File: config.mk
export PLATFORM = sky130hd
export DESIGN_NAME = rps_mac
export DESIGN_NICKNAME = d
export VERILOG_FILES = /design/src/design/rps_pkg.sv /design/src/design/rps_mac.sv
export SDC_FILE = /design/constraint.sdc
export NUM_CORES = 2
export LEC_CHECK = 0
export BUFFER_PORTS_ARGS = -buffer_cell sky130_fd_sc_hd__buf_2
export CAP_MARGIN = 10
export CORE_ASPECT_RATIO = 1.1
export CORE_MARGIN = 1
export CORE_UTILIZATION = 50
export CTS_BUF_LIST = sky130_fd_sc_hd__clkbuf_4 sky130_fd_sc_hd__clkbuf_8
export CTS_CLUSTER_SIZE = 8
export DETAILED_ROUTE_END_ITERATION = 8
export HOLD_SLACK_MARGIN = 0.03
export PLACE_DENSITY = 0.8
export SYNTH_ARGS = -nofsm -noshare
export SYNTH_HDL_FRONTEND = slang
export SYNTH_SLANG_ARGS = --single-unit
File: constraint.sdc
create_clock -name clk -period 39.6 [get_ports clk]
set_input_delay 5.94 -clock clk [delete_from_list [all_inputs] [get_ports clk]]
set_output_delay 5.94 -clock clk [all_outputs]
set_load 0.005 [all_outputs]
File: src/design/rps_pkg.sv
package rps_pkg;

  localparam int ACC_W = 140;

  localparam logic [1:0] K_ADD    = 2'd0;
  localparam logic [1:0] K_REMOVE = 2'd1;
  localparam logic [1:0] K_CLEAR  = 2'd2;
  localparam logic [1:0] K_PICK   = 2'd3;

  localparam logic [1:0] ST_OK   = 2'd0;
  localparam logic [1:0] ST_BAD  = 2'd1;
  localparam logic [1:0] ST_FULL = 2'd2;

  // microcode step numbers
  localparam logic [4:0] STEP_DOT      = 5'd3;
  localparam logic [4:0] STEP_CC       = 5'd6;
  localparam logic [4:0] STEP_M2       = 5'd7;
  localparam logic [4:0] STEP_LAST     = 5'd25;
  localparam logic [4:0] STEP_LEN0     = 5'd26;
  localparam logic [4:0] STEP_LEN_LAST = 5'd28;

  typedef enum logic [3:0] {
    S_IDLE, S_RM_RD, S_RM_WR, S_LEN, S_LCHK, S_FETCH, S_LOAD, S_RUN, S_DEC, S_NEXT, S_RESP
  } state_t;

  typedef enum logic [2:0] {
    SRC_CD, SRC_CC, SRC_DM, SRC_MM, SRC_CCL, SRC_DD, SRC_M2L
  } src_t;

  typedef struct packed {
    src_t       src;
    logic [1:0] li;
    logic [1:0] lj;
    logic [7:0] sh;
    logic       sub;
    logic       clr;
  } ustep_t;

  typedef struct packed {
    logic [31:0] x;
    logic [31:0] y;
    logic [31:0] z;
    logic [30:0] half;
  } sprite_t;

  typedef struct packed {
    logic [2:0][32:0] cm;
    logic [2:0]       cs;
    logic [2:0][31:0] dm;
    logic [2:0]       ds;
    logic [95:0]      cc;
    logic [95:0]      dot;
    logic [30:0]      m;
    logic [63:0]      m2;
    logic [63:0]      len;
  } mac_ops_t;

  function automatic ustep_t mk(src_t s, logic [1:0] i, logic [1:0] j, logic [7:0] sh,
                                logic sub, logic clr);
    ustep_t u;
    u.src = s;
    u.li  = i;
    u.lj  = j;
    u.sh  = sh;
    u.sub = sub;
    u.clr = clr;
    return u;
  endfunction

  // Per entry: dot (0-2), |c|^2 (3-5), m^2 (6),
  // then 4*cc*L - 4*dot^2 - m^2*L over 32-bit limbs (7-25). Ray length (26-28).
  function automatic ustep_t ustep_f(logic [4:0] s);
    ustep_t u;
    case (s)
      5'd0:  u = mk(SRC_CD,  2'd0, 2'd0, 8'd0,   1'b0, 1'b1);
      5'd1:  u = mk(SRC_CD,  2'd1, 2'd0, 8'd0,   1'b0, 1'b0);
      5'd2:  u = mk(SRC_CD,  2'd2, 2'd0, 8'd0,   1'b0, 1'b0);
      5'd3:  u = mk(SRC_CC,  2'd0, 2'd0, 8'd0,   1'b0, 1'b1);
      5'd4:  u = mk(SRC_CC,  2'd1, 2'd0, 8'd0,   1'b0, 1'b0);
      5'd5:  u = mk(SRC_CC,  2'd2, 2'd0, 8'd0,   1'b0, 1'b0);
      5'd6:  u = mk(SRC_MM,  2'd0, 2'd0, 8'd0,   1'b0, 1'b1);
      5'd7:  u = mk(SRC_CCL, 2'd0, 2'd0, 8'd2,   1'b0, 1'b1);
      5'd8:  u = mk(SRC_CCL, 2'd0, 2'd1, 8'd34,  1'b0, 1'b0);
      5'd9:  u = mk(SRC_CCL, 2'd1, 2'd0, 8'd34,  1'b0, 1'b0);
      5'd10: u = mk(SRC_CCL, 2'd1, 2'd1, 8'd66,  1'b0, 1'b0);
      5'd11: u = mk(SRC_CCL, 2'd2, 2'd0, 8'd66,  1'b0, 1'b0);
      5'd12: u = mk(SRC_CCL, 2'd2, 2'd1, 8'd98,  1'b0, 1'b0);
      5'd13: u = mk(SRC_DD,  2'd0, 2'd0, 8'd2,   1'b1, 1'b0);
      5'd14: u = mk(SRC_DD,  2'd0, 2'd1, 8'd34,  1'b1, 1'b0);
      5'd15: u = mk(SRC_DD,  2'd0, 2'd2, 8'd66,  1'b1, 1'b0);
      5'd16: u = mk(SRC_DD,  2'd1, 2'd0, 8'd34,  1'b1, 1'b0);
      5'd17: u = mk(SRC_DD,  2'd1, 2'd1, 8'd66,  1'b1, 1'b0);
      5'd18: u = mk(SRC_DD,  2'd1, 2'd2, 8'd98,  1'b1, 1'b0);
      5'd19: u = mk(SRC_DD,  2'd2, 2'd0, 8'd66,  1'b1, 1'b0);
      5'd20: u = mk(SRC_DD,  2'd2, 2'd1, 8'd98,  1'b1, 1'b0);
      5'd21: u = mk(SRC_DD,  2'd2, 2'd2, 8'd130, 1'b1, 1'b0);
      5'd22: u = mk(SRC_M2L, 2'd0, 2'd0, 8'd0,   1'b1, 1'b0);
      5'd23: u = mk(SRC_M2L, 2'd0, 2'd1, 8'd32,  1'b1, 1'b0);
      5'd24: u = mk(SRC_M2L, 2'd1, 2'd0, 8'd32,  1'b1, 1'b0);
      5'd25: u = mk(SRC_M2L, 2'd1, 2'd1, 8'd64,  1'b1, 1'b0);
      5'd26: u = mk(SRC_DM,  2'd0, 2'd0, 8'd0,   1'b0, 1'b1);
      5'd27: u = mk(SRC_DM,  2'd1, 2'd0, 8'd0,   1'b0, 1'b0);
      5'd28: u = mk(SRC_DM,  2'd2, 2'd0, 8'd0,   1'b0, 1'b0);
      default: u = mk(SRC_CD, 2'd0, 2'd0, 8'd0,  1'b0, 1'b0);
    endcase
    return u;
  endfunction

endpackage

File: src/design/rps_mac.sv
module rps_mac (
  input  logic                       clk,
  input  logic                       en,
  input  logic [4:0]                 step,
  input  rps_pkg::mac_ops_t          ops,
  output logic [rps_pkg::ACC_W-1:0]  acc
);
  import rps_pkg::*;

  ustep_t           u;
  logic [32:0]      op_a;
  logic [32:0]      op_b;
  logic [65:0]      prod;
  logic [ACC_W-1:0] term;
  logic [ACC_W-1:0] base;
  logic [ACC_W-1:0] acc_r;
  logic [ACC_W-1:0] acc_nxt;
  logic             sub;

  always_comb begin
    u    = ustep_f(step);
    op_a = '0;
    op_b = '0;
    sub  = u.sub;
    case (u.src)
      SRC_CD: begin
        op_a = ops.cm[u.li];
        op_b = {1'b0, ops.dm[u.li]};
        sub  = ops.cs[u.li] ^ ops.ds[u.li];
      end
      SRC_CC: begin
        op_a = ops.cm[u.li];
        op_b = ops.cm[u.li];
      end
      SRC_DM: begin
        op_a = {1'b0, ops.dm[u.li]};
        op_b = {1'b0, ops.dm[u.li]};
      end
      SRC_MM: begin
        op_a = {2'b0, ops.m};
        op_b = {2'b0, ops.m};
      end
      SRC_CCL: begin
        op_a = {1'b0, ops.cc[{u.li, 5'b0} +: 32]};
        op_b = {1'b0, ops.len[{u.lj[0], 5'b0} +: 32]};
      end
      SRC_DD: begin
        op_a = {1'b0, ops.dot[{u.li, 5'b0} +: 32]};
        op_b = {1'b0, ops.dot[{u.lj, 5'b0} +: 32]};
      end
      SRC_M2L: begin
        op_a = {1'b0, ops.m2[{u.li[0], 5'b0} +: 32]};
        op_b = {1'b0, ops.len[{u.lj[0], 5'b0} +: 32]};
      end
      default: begin
        op_a = '0;
        op_b = '0;
      end
    endcase
    prod    = op_a * op_b;
    term    = {{(ACC_W-66){1'b0}}, prod} << u.sh;
    base    = u.clr ? '0 : acc_r;
    acc_nxt = sub ? (base - term) : (base + term);
  end

  always_ff @(posedge clk) begin
    if (en) begin
      acc_r <= acc_nxt;
    end
  end

  assign acc = acc_r;

endmodule

==> impl_metrics.prom <==
# TYPE chip_impl_metric gauge
chip_impl_info{name="outcome",value="complete, no violations"} 1
chip_impl_metric{name="globalRouteMet1Util",unit=""} 0.5180
chip_impl_metric{name="final_design_area_no_fill",unit="mm^2"} 0.06900
chip_impl_metric{name="synth_adder_area_share",unit=""} 0.3864
chip_impl_metric{name="cp_max_fo",unit=""} 46
chip_impl_metric{name="hpwl",unit="um"} 243300
chip_impl_metric{name="post-cts-setup-buffer-count",unit=""} 0
chip_impl_metric{name="drt_first_pass_iters",unit=""} 9
chip_impl_metric{name="totalNegativeSetupSlack",unit="ns"} 0
chip_impl_metric{name="worst_ep_required_time",unit="ns"} 39.90
chip_impl_metric{name="area.growth.synth_to_final",unit="%"} 9.486
chip_impl_metric{name="synth_simple_gate_area_frac",unit=""} 0.2005
chip_impl_metric{name="finClkSkew",unit="ns"} 0.02183
chip_impl_metric{name="dr.first_iter.drc_count",unit=""} 7047
chip_impl_metric{name="syn_avg_cell_area",unit="um^2"} 7.786
chip_impl_metric{name="worstRegToRegCells",unit=""} 19
chip_impl_info{name="cts_tree",value="yes"} 1
chip_impl_metric{name="routed_wire_length_per_instance",unit="um"} 29.12
chip_impl_info{name="crit-reg2reg-capture",value="acc[137]"} 1
chip_impl_metric{name="global_route_overflow",unit=""} 0
chip_impl_metric{name="number_of_cts_inserted_buffers",unit=""} 17
chip_impl_metric{name="met2_usage",unit=""} 0.7272
chip_impl_metric{name="synth-async-reset-ratio",unit=""} 0
chip_impl_metric{name="fin_nets",unit=""} 10431
chip_impl_metric{name="relSlewSlack",unit=""} 0.06462
chip_impl_metric{name="max_freq",unit="MHz"} 38.82
chip_impl_info{name="endpoint_kind",value="flop"} 1
chip_impl_info{name="critical_path.top_delay_family",value="compound AO/OA/AOI/OAI gates"} 1
chip_impl_info{name="combinational_family_with_the_most_area_after_synthesis",value="adder cells"} 1
chip_impl_metric{name="cts.reportedPaths.clkPinSlew",unit="ns"} 0.10
chip_impl_metric{name="height_of_the_die",unit="um"} 374.4
chip_impl_metric{name="setup.reg_to_reg.worst_slack",unit="ns"} 33.13
chip_impl_metric{name="globalRouteMet3Util",unit=""} 0.1732
chip_impl_info{name="cts-root-buf",value="clkbuf_8"} 1
chip_impl_metric{name="syn-instance-count",unit=""} 8094
chip_impl_metric{name="max_cap_violations",unit=""} 0
chip_impl_metric{name="timing.final.crit_period",unit="ns"} 25.76
chip_impl_info{name="layout_commonest_cell",value="nand2_1"} 1
chip_impl_info{name="hold-path-endpoint",value="acc[1]"} 1
chip_impl_metric{name="setup_violations",unit=""} 0
chip_impl_metric{name="cts_hold_buf",unit=""} 0
chip_impl_metric{name="maximum_number_of_pins_on_one_net_before_global_route_repair",unit=""} 107
chip_impl_metric{name="synthesized_area_fraction_occupied_by_xor_and_xnor_cells",unit=""} 0.03997
chip_impl_metric{name="synthesis.nets",unit=""} 10024
chip_impl_metric{name="dpl_cell_area",unit="mm^2"} 0.06829
chip_impl_metric{name="grt_pass1_wl",unit="um"} 438400
chip_impl_info{name="reg2reg_start",value="acc[8]"} 1
chip_impl_metric{name="final_max_slew_viol_count",unit=""} 0
chip_impl_metric{name="antenna_found_initial",unit=""} 40
chip_impl_metric{name="max_ffs_per_register",unit=""} 140
chip_impl_metric{name="synth_enable_flop_cells",unit=""} 140
chip_impl_metric{name="grt_pass1_vias",unit=""} 65394
chip_impl_info{name="worst_path_most_repeated_cell",value="fa_1"} 1
chip_impl_metric{name="timing.critical_path.arrival",unit="ns"} 26.06
chip_impl_metric{name="synth_compound_gate_area_share",unit=""} 0.1715
chip_impl_info{name="worst_path_max_delay_cell",value="nor2b_1"} 1
chip_impl_metric{name="design.core.area",unit="mm^2"} 0.1251
chip_impl_metric{name="width_of_the_die",unit="um"} 340.5
chip_impl_info{name="timing_worst_setup_path_type",value="in -> reg"} 1
chip_impl_metric{name="synth_area",unit="mm^2"} 0.06302
chip_impl_metric{name="drive_gt1_frac",unit=""} 0.1287
chip_impl_metric{name="vias_per_cell",unit=""} 6.397
chip_impl_metric{name="initial_core_utilization",unit=""} 0.5039
chip_impl_info{name="hold_path_class",value="reg -> reg"} 1
chip_impl_metric{name="number_of_synthesized_register_bits",unit=""} 140
chip_impl_metric{name="synth-seq-area-share",unit=""} 0.06671
chip_impl_metric{name="cts_resized",unit=""} 0
chip_impl_metric{name="grt_use_total",unit=""} 0.4694
chip_impl_metric{name="layout.core_utilization",unit=""} 0.5517
chip_impl_metric{name="postRouteAntennaNets",unit=""} 0
chip_impl_metric{name="htreeDepth",unit=""} 4
chip_impl_metric{name="drc_errors",unit=""} 0
chip_impl_metric{name="max-clock-path-buffers",unit=""} 2
chip_impl_info{name="grt.busiest_layer",value="met2"} 1
chip_impl_info{name="timing.hold.worst.start",value="acc[1]"} 1
chip_impl_metric{name="cp.buffers_inverters",unit=""} 10
chip_impl_metric{name="clock_insertion_delay_worst_skew",unit="ns"} 0.55
chip_impl_metric{name="port-buffer-count",unit=""} 698
chip_impl_metric{name="num_vias",unit=""} 65294
chip_impl_info{name="most_frequent_cells_in_the_layout",value="nand2_1 (1,255), inv_1 (1,148), fa_1 (959)"} 1
chip_impl_metric{name="critical-path-max-stage-delay",unit="ns"} 0.77
chip_impl_metric{name="yosysWarningCount",unit=""} 0
chip_impl_info{name="setup_repair_after_global_routing_missed_its_margin",value="no"} 1
chip_impl_metric{name="numClockSinks",unit=""} 140
chip_impl_metric{name="instances_no_fill",unit=""} 10207
chip_impl_info{name="postSynth.topFlopCell",value="edfxtp_1"} 1
chip_impl_metric{name="whs_path_depth",unit=""} 2
chip_impl_metric{name="synth.distinct_cells",unit=""} 110
chip_impl_metric{name="numPlacedInstances",unit=""} 10125
chip_impl_info{name="startpoint_type",value="primary input"} 1
chip_impl_metric{name="gpl.final_weighted_congestion",unit=""} 1.090
chip_impl_metric{name="synthMuxAreaShare",unit=""} 0.03572
chip_impl_metric{name="post-route-period-util",unit=""} 0.6504
chip_impl_metric{name="rows",unit=""} 136
chip_impl_metric{name="total_routed_length",unit="um"} 297200
chip_impl_metric{name="design.die.area",unit="mm^2"} 0.1275
chip_impl_metric{name="tightest_slew",unit="ns"} 1.388
chip_impl_metric{name="timing_hold_violations_final",unit=""} 0
chip_impl_metric{name="num_io_pins",unit=""} 699
cell families (layout without fill, tap and decap cells):
group                    after synthesis  in the layout
buffers and inverters               1641           2061
multiplexers                         208            208
XOR/XNOR                             286            286
AO/OA/AOI/OAI                       1602           1602
other                                  0             37
adder cells (fa/ha/maj)             1371           1371
AND/OR/NAND/NOR                     2846           2846
flip-flops                           140            140
stage by stage:
stage | hold slack, ns | setup WS [ns]
5_1_grt | 0.8588 | 13.13
6_report | 0.8155 | 13.84
3_3_place_gp | 0.7711 | 13.84
3_5_place_dp | 0.7789 | 13.78
4_1_cts | 0.8040 | 14.25
2_1_floorplan | 0.7440 | 17.89
worst max-delay path by stage:
| stage | start | slack, ns | cells after the start | to |
|---|---|---|---|---|
| 6_report | step[4] | 13.84 | 59 | acc[137] |
| 5_1_grt | step[4] | 13.13 | 59 | acc[137] |
| 4_1_cts | step[4] | 14.25 | 59 | acc[137] |
| 3_5_place_dp | step[4] | 13.78 | 59 | acc[137] |
| 3_3_place_gp | step[4] | 13.84 | 59 | acc[137] |
| 2_1_floorplan | step[0] | 17.89 | 55 | acc[139] |
metal layers:
metal  part of all wire  routed length, um  up-vias
li1                   -                  -    27661
met1               0.34             100700    31699
met2               0.45             132900     4643
met3               0.12              34280     1277
met4              0.098              29130       14
met5            0.00071                211        -
cells in the mapped netlist, types with 29 or more instances:
master	instances	area, um^2
nand2_1	1256	4715
inv_1	1148	4309
fa_1	959	19200
nor2_1	779	2924
a21oi_1	418	2092
ha_1	412	5155
clkbuf_1	411	1543
o21ai_0	321	1607
and2_1	205	1282
xnor2_1	161	1410
mux2i_1	156	1562
edfxtp_1	140	4204
a21o_1	133	998.5
nand3_1	127	635.6
xor2_1	124	1086
nor3_1	96	480.5
nand4_1	85	531.8
a31oi_1	78	488.0
o211ai_1	59	442.9
and3_1	48	300.3
o21a_1	48	360.4
nand2b_1	46	287.8
buf_1	41	153.9
mux2_2	41	461.7
o2111ai_1	41	359.1
or2_2	41	256.5
a211oi_1	38	285.3
o21bai_1	38	285.3
o31ai_1	34	255.2
nor2b_1	32	200.2
or3_1	32	200.2
a222oi_1	31	310.3
o211a_1	31	310.3
a221oi_1	30	262.8
buf_2	29	145.1
tightest hold or removal path, stage by stage (launching register included):
cell	delay, ns
edfxtp_1	0.36
and2_1	0.17
fa_1	0.18
cell type report:
cell class,count,area [um^2]
Clock buffer,17,234.0
Fill cell,11831,56070
Multi-Input combinational cell,6313,52940
Clock inverter,15,234.0
Tap cell,1656,2072
Antenna cell,37,92.59
Sequential cell,140,4204
Inverter,1151,4320
Timing Repair Buffer,878,4900
Power is left out: the tool's default activity adds up to more than one toggle a clock period on the data nets, which glitch-free logic cannot reach.
